## config.mk

```make
export PLATFORM = sky130hd
export DESIGN_NAME = lru_key_value_cache_top
export DESIGN_NICKNAME = d
export VERILOG_FILES = /design/src/hdl/lrukv_pkg.sv /design/src/hdl/lru_key_value_cache_top.sv /design/src/hdl/lrukv_ctrl.sv /design/src/hdl/lrukv_dp.sv
export SDC_FILE = /design/constraint.sdc
export NUM_CORES = 2
export LEC_CHECK = 0
export ABC_AREA = 1
export BUFFER_PORTS_ARGS = -buffer_cell sky130_fd_sc_hd__buf_2
export CAP_MARGIN = 10
export CORE_ASPECT_RATIO = 0.8
export CORE_MARGIN = 1.5
export CORE_UTILIZATION = 35
export DETAILED_ROUTE_END_ITERATION = 8
export PLACE_DENSITY = 0.6
export SYNTH_ARGS = -nofsm -noshare
export SYNTH_HDL_FRONTEND = slang
export SYNTH_HIERARCHICAL = 1
export SYNTH_SLANG_ARGS = --single-unit
```

## constraint.sdc

```tcl
create_clock -name clk -period 3.05 [get_ports clk]
set_input_delay 0.1525 -clock clk [delete_from_list [all_inputs] [get_ports clk]]
set_output_delay 0.1525 -clock clk [all_outputs]
set_load 0.01 [all_outputs]
```

## src/hdl/lrukv_pkg.sv

```systemverilog
// lrukv_pkg: item types, command struct and constants for the lru key/value cache
// used by lrukv_ctrl, lrukv_dp and lru_key_value_cache_top; no dependencies
package lrukv_pkg;

  localparam int KEY_W = 32;
  localparam int VAL_W = 32;
  localparam int CAP_W = 5;

  localparam logic [CAP_W-1:0] CAP_RESET = 5'd16;

  localparam logic ACT_GET = 1'b0;
  localparam logic ACT_PUT = 1'b1;

  typedef struct packed {
    logic                    action;
    logic signed [KEY_W-1:0] lookup_key;
    logic signed [VAL_W-1:0] put_value;
  } in_t;

  typedef struct packed {
    logic                    hit;
    logic signed [VAL_W-1:0] read_value;
    logic                    evicted;
  } out_t;

  typedef struct packed {
    logic capture;
    logic look;
    logic update;
  } cmd_t;

endpackage

```

## src/hdl/lru_key_value_cache_top.sv

```systemverilog
// lru key/value cache: 1 to MAX_ENTRIES fully associative entries with lru replacement
// result registered by the update step, which follows the lookup step and waits while out_stall holds the output
// a new item is taken only when idle, or in the update step of the previous item with the output free
// reset: synchronous, clears valid bits, recency ranks, entry count; capacity returns to 16
// key and value storage hold undefined data until written; there is no clearing pass
// depends on lrukv_pkg, lrukv_ctrl, lrukv_dp
module lru_key_value_cache_top
  import lrukv_pkg::*;
#(
  parameter int MAX_ENTRIES = 16
) (
  input  logic             clk,
  input  logic             rst_n,
  input  logic             in_valid,
  output logic             in_stall,
  input  in_t              in_item,
  output logic             out_valid,
  input  logic             out_stall,
  output out_t             out_item,
  input  logic             cfg_valid,
  output logic             cfg_ready,
  input  logic [CAP_W-1:0] cfg_data
);

  cmd_t cmd;

  assign cfg_ready = 1'b1;

  lrukv_ctrl u_ctrl (
    .clk       (clk),
    .rst_n     (rst_n),
    .in_valid  (in_valid),
    .in_stall  (in_stall),
    .out_valid (out_valid),
    .out_stall (out_stall),
    .cmd       (cmd)
  );

  lrukv_dp #(
    .MAX_ENTRIES (MAX_ENTRIES)
  ) u_dp (
    .clk      (clk),
    .rst_n    (rst_n),
    .cmd      (cmd),
    .in_item  (in_item),
    .cfg_we   (cfg_valid && cfg_ready),
    .cfg_data (cfg_data),
    .out_item (out_item)
  );

endmodule

```

## src/hdl/lrukv_ctrl.sv

```systemverilog
// lrukv_ctrl: sequencer for capture, lookup and update steps plus output handshake
// depends on lrukv_pkg
module lrukv_ctrl
  import lrukv_pkg::*;
(
  input  logic clk,
  input  logic rst_n,
  input  logic in_valid,
  output logic in_stall,
  output logic out_valid,
  input  logic out_stall,
  output cmd_t cmd
);

  typedef enum logic [2:0] {
    S_IDLE = 3'b001,
    S_LOOK = 3'b010,
    S_UPD  = 3'b100
  } state_t;

  state_t state_r, state_nxt;
  logic   out_valid_r, out_valid_nxt;
  logic   out_free;
  logic   can_take;

  assign out_free = !out_valid_r || !out_stall;
  assign can_take = (state_r == S_IDLE) || ((state_r == S_UPD) && out_free);

  assign in_stall    = !can_take;
  assign out_valid   = out_valid_r;
  assign cmd.capture = can_take && in_valid;
  assign cmd.look    = (state_r == S_LOOK);
  assign cmd.update  = (state_r == S_UPD) && out_free;

  always_comb begin
    state_nxt = state_r;
    case (state_r)
      S_IDLE: begin
        if (in_valid) state_nxt = S_LOOK;
      end
      S_LOOK: begin
        state_nxt = S_UPD;
      end
      S_UPD: begin
        if (out_free) state_nxt = in_valid ? S_LOOK : S_IDLE;
      end
      default: begin
        state_nxt = S_IDLE;
      end
    endcase
  end

  always_comb begin
    out_valid_nxt = out_valid_r;
    if (cmd.update) begin
      out_valid_nxt = 1'b1;
    end else if (out_valid_r && !out_stall) begin
      out_valid_nxt = 1'b0;
    end
  end

  always_ff @(posedge clk) begin
    if (!rst_n) begin
      state_r     <= S_IDLE;
      out_valid_r <= 1'b0;
    end else begin
      state_r     <= state_nxt;
      out_valid_r <= out_valid_nxt;
    end
  end

`ifndef SYNTHESIS
  a_look_then_upd: assert property (@(posedge clk) disable iff (!rst_n)
    (state_r == S_LOOK) |=> (state_r == S_UPD))
    else $error("lookup step not followed by update step");

  a_update_shows_result: assert property (@(posedge clk) disable iff (!rst_n)
    cmd.update |=> out_valid_r)
    else $error("update did not present a result");

  a_capture_then_look: assert property (@(posedge clk) disable iff (!rst_n)
    cmd.capture |=> (state_r == S_LOOK))
    else $error("captured item not looked up");
`endif

endmodule

```

## src/hdl/lrukv_dp.sv

```systemverilog
// lrukv_dp: key compare lanes, recency ranks, value memory and result register
// depends on lrukv_pkg; driven by commands from lrukv_ctrl
module lrukv_dp
  import lrukv_pkg::*;
#(
  parameter int MAX_ENTRIES = 16
) (
  input  logic             clk,
  input  logic             rst_n,
  input  cmd_t             cmd,
  input  in_t              in_item,
  input  logic             cfg_we,
  input  logic [CAP_W-1:0] cfg_data,
  output out_t             out_item
);

  localparam int IW = (MAX_ENTRIES > 1) ? $clog2(MAX_ENTRIES) : 1;
  localparam int CW = $clog2(MAX_ENTRIES + 1);
  localparam int WW = (CW > CAP_W) ? CW : CAP_W;

  logic [CAP_W-1:0]        cap_r;
  logic [CW-1:0]           count_r;
  in_t                     req_r;
  logic [MAX_ENTRIES-1:0]  valid_r;
  logic signed [KEY_W-1:0] key_r  [MAX_ENTRIES];
  logic [IW-1:0]           rank_r [MAX_ENTRIES];
  logic [VAL_W-1:0]        val_mem [MAX_ENTRIES];
  logic [VAL_W-1:0]        rdata_r;

  logic                    hit_r;
  logic                    fresh_r;
  logic                    evict_r;
  logic [IW-1:0]           slot_r;
  logic [IW-1:0]           prom_rank_r;
  out_t                    out_r;

  logic [MAX_ENTRIES-1:0]  match;
  logic [MAX_ENTRIES-1:0]  lru_vec;
  logic                    hit;
  logic [IW-1:0]           hit_idx;
  logic [IW-1:0]           hit_rank;
  logic [IW-1:0]           lru_idx;
  logic [IW-1:0]           last_rank;
  logic [WW-1:0]           eff_cap;
  logic                    room;
  logic                    do_rank;

  assign last_rank = IW'(count_r - 1'b1);

  always_comb begin
    eff_cap = WW'(cap_r);
    if (cap_r == '0) eff_cap = WW'(1);
    if (eff_cap > WW'(MAX_ENTRIES)) eff_cap = WW'(MAX_ENTRIES);
  end

  assign room = WW'(count_r) < eff_cap;

  always_comb begin
    hit_idx  = '0;
    hit_rank = '0;
    lru_idx  = '0;
    for (int i = 0; i < MAX_ENTRIES; i++) begin
      match[i]   = valid_r[i] && (key_r[i] == req_r.lookup_key);
      lru_vec[i] = valid_r[i] && (rank_r[i] == last_rank);
      if (match[i]) begin
        hit_idx  = hit_idx | IW'(i);
        hit_rank = hit_rank | rank_r[i];
      end
      if (lru_vec[i]) lru_idx = lru_idx | IW'(i);
    end
  end

  assign hit = |match;

  always_ff @(posedge clk) begin
    if (!rst_n) begin
      cap_r <= CAP_RESET;
    end else if (cfg_we) begin
      cap_r <= cfg_data;
    end
  end

  // lookup step results
  always_ff @(posedge clk) begin
    if (cmd.capture) req_r <= in_item;
    if (cmd.look) begin
      hit_r   <= hit;
      fresh_r <= (req_r.action == ACT_PUT) && !hit && room;
      evict_r <= (req_r.action == ACT_PUT) && !hit && !room;
      if (hit) begin
        slot_r <= hit_idx;
      end else if (room) begin
        slot_r <= IW'(count_r);
      end else begin
        slot_r <= lru_idx;
      end
      prom_rank_r <= hit ? hit_rank : last_rank;
      rdata_r     <= val_mem[hit_idx];
    end
  end

  always_ff @(posedge clk) begin
    if (cmd.update && (req_r.action == ACT_PUT)) begin
      val_mem[slot_r] <= req_r.put_value;
    end
  end

  assign do_rank = hit_r || fresh_r || evict_r;

  always_ff @(posedge clk) begin
    if (!rst_n) begin
      valid_r <= '0;
      count_r <= '0;
      for (int i = 0; i < MAX_ENTRIES; i++) rank_r[i] <= '0;
    end else if (cmd.update) begin
      if (fresh_r) begin
        valid_r[slot_r] <= 1'b1;
        count_r         <= count_r + 1'b1;
      end
      if (do_rank) begin
        for (int i = 0; i < MAX_ENTRIES; i++) begin
          if (IW'(i) == slot_r) begin
            rank_r[i] <= '0;
          end else if (valid_r[i] && (fresh_r || (rank_r[i] < prom_rank_r))) begin
            rank_r[i] <= rank_r[i] + 1'b1;
          end
        end
      end
    end
  end

  always_ff @(posedge clk) begin
    if (cmd.update && (fresh_r || evict_r)) begin
      for (int i = 0; i < MAX_ENTRIES; i++) begin
        if (IW'(i) == slot_r) key_r[i] <= req_r.lookup_key;
      end
    end
  end

  always_ff @(posedge clk) begin
    if (cmd.update) begin
      out_r.hit     <= hit_r;
      out_r.evicted <= evict_r;
      if (req_r.action == ACT_PUT) begin
        out_r.read_value <= req_r.put_value;
      end else if (hit_r) begin
        out_r.read_value <= rdata_r;
      end else begin
        out_r.read_value <= '1;
      end
    end
  end

  assign out_item = out_r;

`ifndef SYNTHESIS
  a_fresh_grows: assert property (@(posedge clk) disable iff (!rst_n)
    (cmd.update && fresh_r) |=> (count_r == $past(count_r) + 1'b1))
    else $error("insert into free slot did not grow entry count");

  a_evict_keeps_count: assert property (@(posedge clk) disable iff (!rst_n)
    (cmd.update && evict_r) |=> $stable(count_r))
    else $error("eviction changed entry count");

  a_get_keeps_count: assert property (@(posedge clk) disable iff (!rst_n)
    (cmd.update && (req_r.action == ACT_GET)) |=> $stable(count_r))
    else $error("get changed entry count");
`endif

endmodule
```

==> results.md <==
* Leak at 32.41 nW
* CTS tree: done
* Ys flop type: edfxtp_1
* Clock power share at 0.425
* Worst Path Required at 3.61 ns
* Core box area at 174700 um2
* Power Total at 40.40 mW
* Worst-margin pin slew at 0.8828 ns
* Worst Skew at 0.07588 ns
* Clock transition at path regs at 0.06 ns
* Setup CP Type: reg -> reg
* Post-Synthesis Cells at 6208
* Switching share of power at 0.2504
* DR vias at 50547
* Width of the die at 472.1 um
* Power Density at 504.8 nW/um2
* Final global-route overflow total at 0
* Multi-input logic area at 21200 um2
* Clock Root Buffer: clkbuf_16
* # nets final at 7243
* Asr flop ratio synth at 0
* Tcrit/Tclk final at 1.026
* RSZ-0062 raised after global routing: yes
* CP Launch Type: flip-flop
* Antenna viol nets, final at 0
* Initial core utilization at 0.3528
* Pre-antenna DRT Iters at 6
* Commonest non-fill, non-tap cell in the layout: nand2_1
* Fin crit period at 3.129 ns
* Largest net degree at the start of global routing at 66
* Vias in the first global route at 46720
* CP arrival at 3.69 ns
* Flops & latches, synth at 1260
* DRT Wirelength at 236700 um
* Core Rows at 137
* Final setup violating endpoints at 25
* Share of layout cells above drive strength 1 at 0.2127
* CP Max Fanout at 7
* Setup TNS at -0.7328 ns
* First-iteration detailed-routing DRC count at 6882
* Min Hold Slack at 0.05902 ns
* Synth Cell Area at 61620 um2
* Register Area at 37540 um2
* Commonest non-fill, non-tap cells in the layout: nand2_1 (1382), edfxtp_1 (1230), inv_1 (769), nor2_1 (526), buf_4 (525)
* Fmax at 319.6 MHz
* Drt wl/cell at 24.89 um
* Worst Setup Slack, final at -0.07870 ns
* Syn_nets at 6353
* Logic pwr share at 0.091
* Failing checks: negative setup slack
* Drc violations at 0
* First-pass GRT wire length at 328200 um
* I/O pin count at 112
* Total CTS buffers at 140
* Gr usage total at 0.2529
* Rel. slew slack at 0.4115
* GPL Wtd Cong at 0.9849
* Via/cell ratio at 5.315
* Final Hold Viols at 0
* Dominant cells by area after synthesis: edfxtp_1 (60%), nand2_1 (8.8%), nand3_1 (5.0%)
* Maximum vdd drop at 0.0004712 V
* Area Overhead vs Synth at 29.87%
* Post-synth top area share at 0.5994
* Fillers at 16038
* Clock buffer depth at 3
* Clock sink total at 1260
* P_sw at 10.12 mW
* Port Buffer Count at 110
* Synth warnings at 6
* Sequential share of the synthesized area at 0.6091
* Yosys top cell by area: edfxtp_1
* Initial antenna violation count at 13
* DP HPWL at 155900 um
* Sequential Power Share at 0.483
* Max cap viols at 0
* Max Slew Vio Count at 0
* R2r setup slk at -0.08 ns
* Avg Cell Area, Syn at 9.926 um2
* Status: finished with violations
* HP Class: in -> reg
* CP Capture Type: flip-flop
* DIE HEIGHT at 378.3 um
* Synth unique cells at 56
* Max H-tree Level at 4
* Number of enable flip-flop cells after synthesis at 1230
* Clk_lat worst skew at 0.82 ns
* DIE AREA at 178600 um2
* Internal power at 30.28 mW
-- worst paths after layout --
check | startpoint | end | cells past startpoint
max reg2reg | u_dp/req_r[55] | u_dp/rdata_r[16] | 22
min | in_item[50] | u_dp/req_r[50] | 2
max | u_dp/req_r[55] | u_dp/rdata_r[16] | 22
min reg2reg | u_dp/evict_r | u_dp/out_item[0] | 0
-- stage by stage --
stage	util	cell area (um2)	setup slack, ns	std cells
2_1_floorplan	-	61630	-0.2128	6208
3_3_place_gp	0.4030	70390	-0.3647	9031
3_5_place_dp	0.4030	70390	-0.3718	9031
4_1_cts	0.4453	77790	-0.02769	9444
5_1_grt	0.4581	80010	-0.1577	9505
6_report	0.4581	80030	-0.07870	9510
-- cells by family after synthesis --
logic type,Yosys count,synth area share
compound gates,407,0.03890
xor+xnor,214,0.03054
fa+ha+maj,70,0.01421
buf+inv,1067,0.07511
flops,1260,0.6091
other cells,1,0.00006086
simple gates,3189,0.2320
-- power groups by stage --
| stage | Combinational (mW) | Clock, mW | Sequential, mW |
|---|---|---|---|
| 3_5_place_dp | 3.21 | 0 | 19.9 |
| 2_1_floorplan | 1.29 | 0 | 19.8 |
| 4_1_cts | 3.49 | 17.4 | 19.5 |
| 3_3_place_gp | 3.20 | 0 | 19.9 |
| 6_report | 3.69 | 17.2 | 19.5 |
| 5_1_grt | 3.86 | 18.1 | 19.5 |
-- state kept, by name, indices dropped and copies added, names as in the netlist, 3 cells and up --
name and count:
u_ctrl/state_r 3, u_dp/rdata_r 32, u_dp/val_mem 512, u_dp/out_item 34, u_dp/prom_rank_r 4, u_dp/slot_r 4
u_dp/req_r 65, u_dp/cap_r 5, u_dp/key_r 512, u_dp/count_r 5, u_dp/rank_r 64, u_dp/valid_r 16
-- area by class of cell --
type,count,share of cell area
Clock buffer,173,0.04609
Multi-Input combinational cell,3882,0.2650
Antenna cell,5,0.0001564
Tap cell,2293,0.03585
Timing Repair Buffer,1000,0.1325
Sequential cell,1260,0.4691
Timing Repair inverter,1,0.0002033
Clock inverter,83,0.01177
Inverter,813,0.03938
-- Yosys cell counts, drive strengths merged, types with 3 or more instances --
master,count
a211oi,3
a21boi,6
a21oi,65
a221oi,5
and2,7
and3,7
buf,230
clkbuf,24
clkinv,3
dfxtp,30
edfxtp,1230
ha,70
inv,810
nand2,1459
nand3,627
nand3b,162
nand4,167
nor2,614
nor2b,3
nor3,53
nor3b,13
nor4,13
o2111ai,11
o211ai,42
o21a,14
o21ai,182
o221ai,11
o22ai,63
or2,62
xnor2,136
xor2,78
-- what timing repair did --
item                                   CTS  global route
setup endpoints to repair               42            42
gates resized for setup                204           306
endpoints found under the hold margin   96             0
pin swaps                               34           108
setup buffers                           63            32
hold buffers                            85             0
gates cloned                            15            36
-- layer usage --
metal | global-route usage | up-vias | wire (um)
li1 | - | 22772 | -
met1 | 0.3836 | 24639 | 106800
met2 | 0.3622 | 2761 | 97770
met3 | 0.04844 | 371 | 25390
met4 | 0.07450 | 4 | 6770
met5 | 0 | - | 27
-- worst max-delay path, stage by stage, from the launching register on --
cell	delay [ns]
edfxtp_1	0.40
clkinv_4	0.20
buf_12	0.19
buf_8	0.12
nand2_4	0.05
nand3_2	0.07
nor2_1	0.13
nand2_1	0.08
nor2_2	0.15
nand3_4	0.12
buf_8	0.17
nand2_8	0.09
nor2_4	0.06
buf_12	0.16
nand2_8	0.10
buf_12	0.14
buf_12	0.13
buf_16	0.12
nand2_2	0.05
nand3_2	0.06
nand3_1	0.10
nand3_2	0.08
nand2_1	0.05
Note: power is estimated with default switching activity, not from simulation.
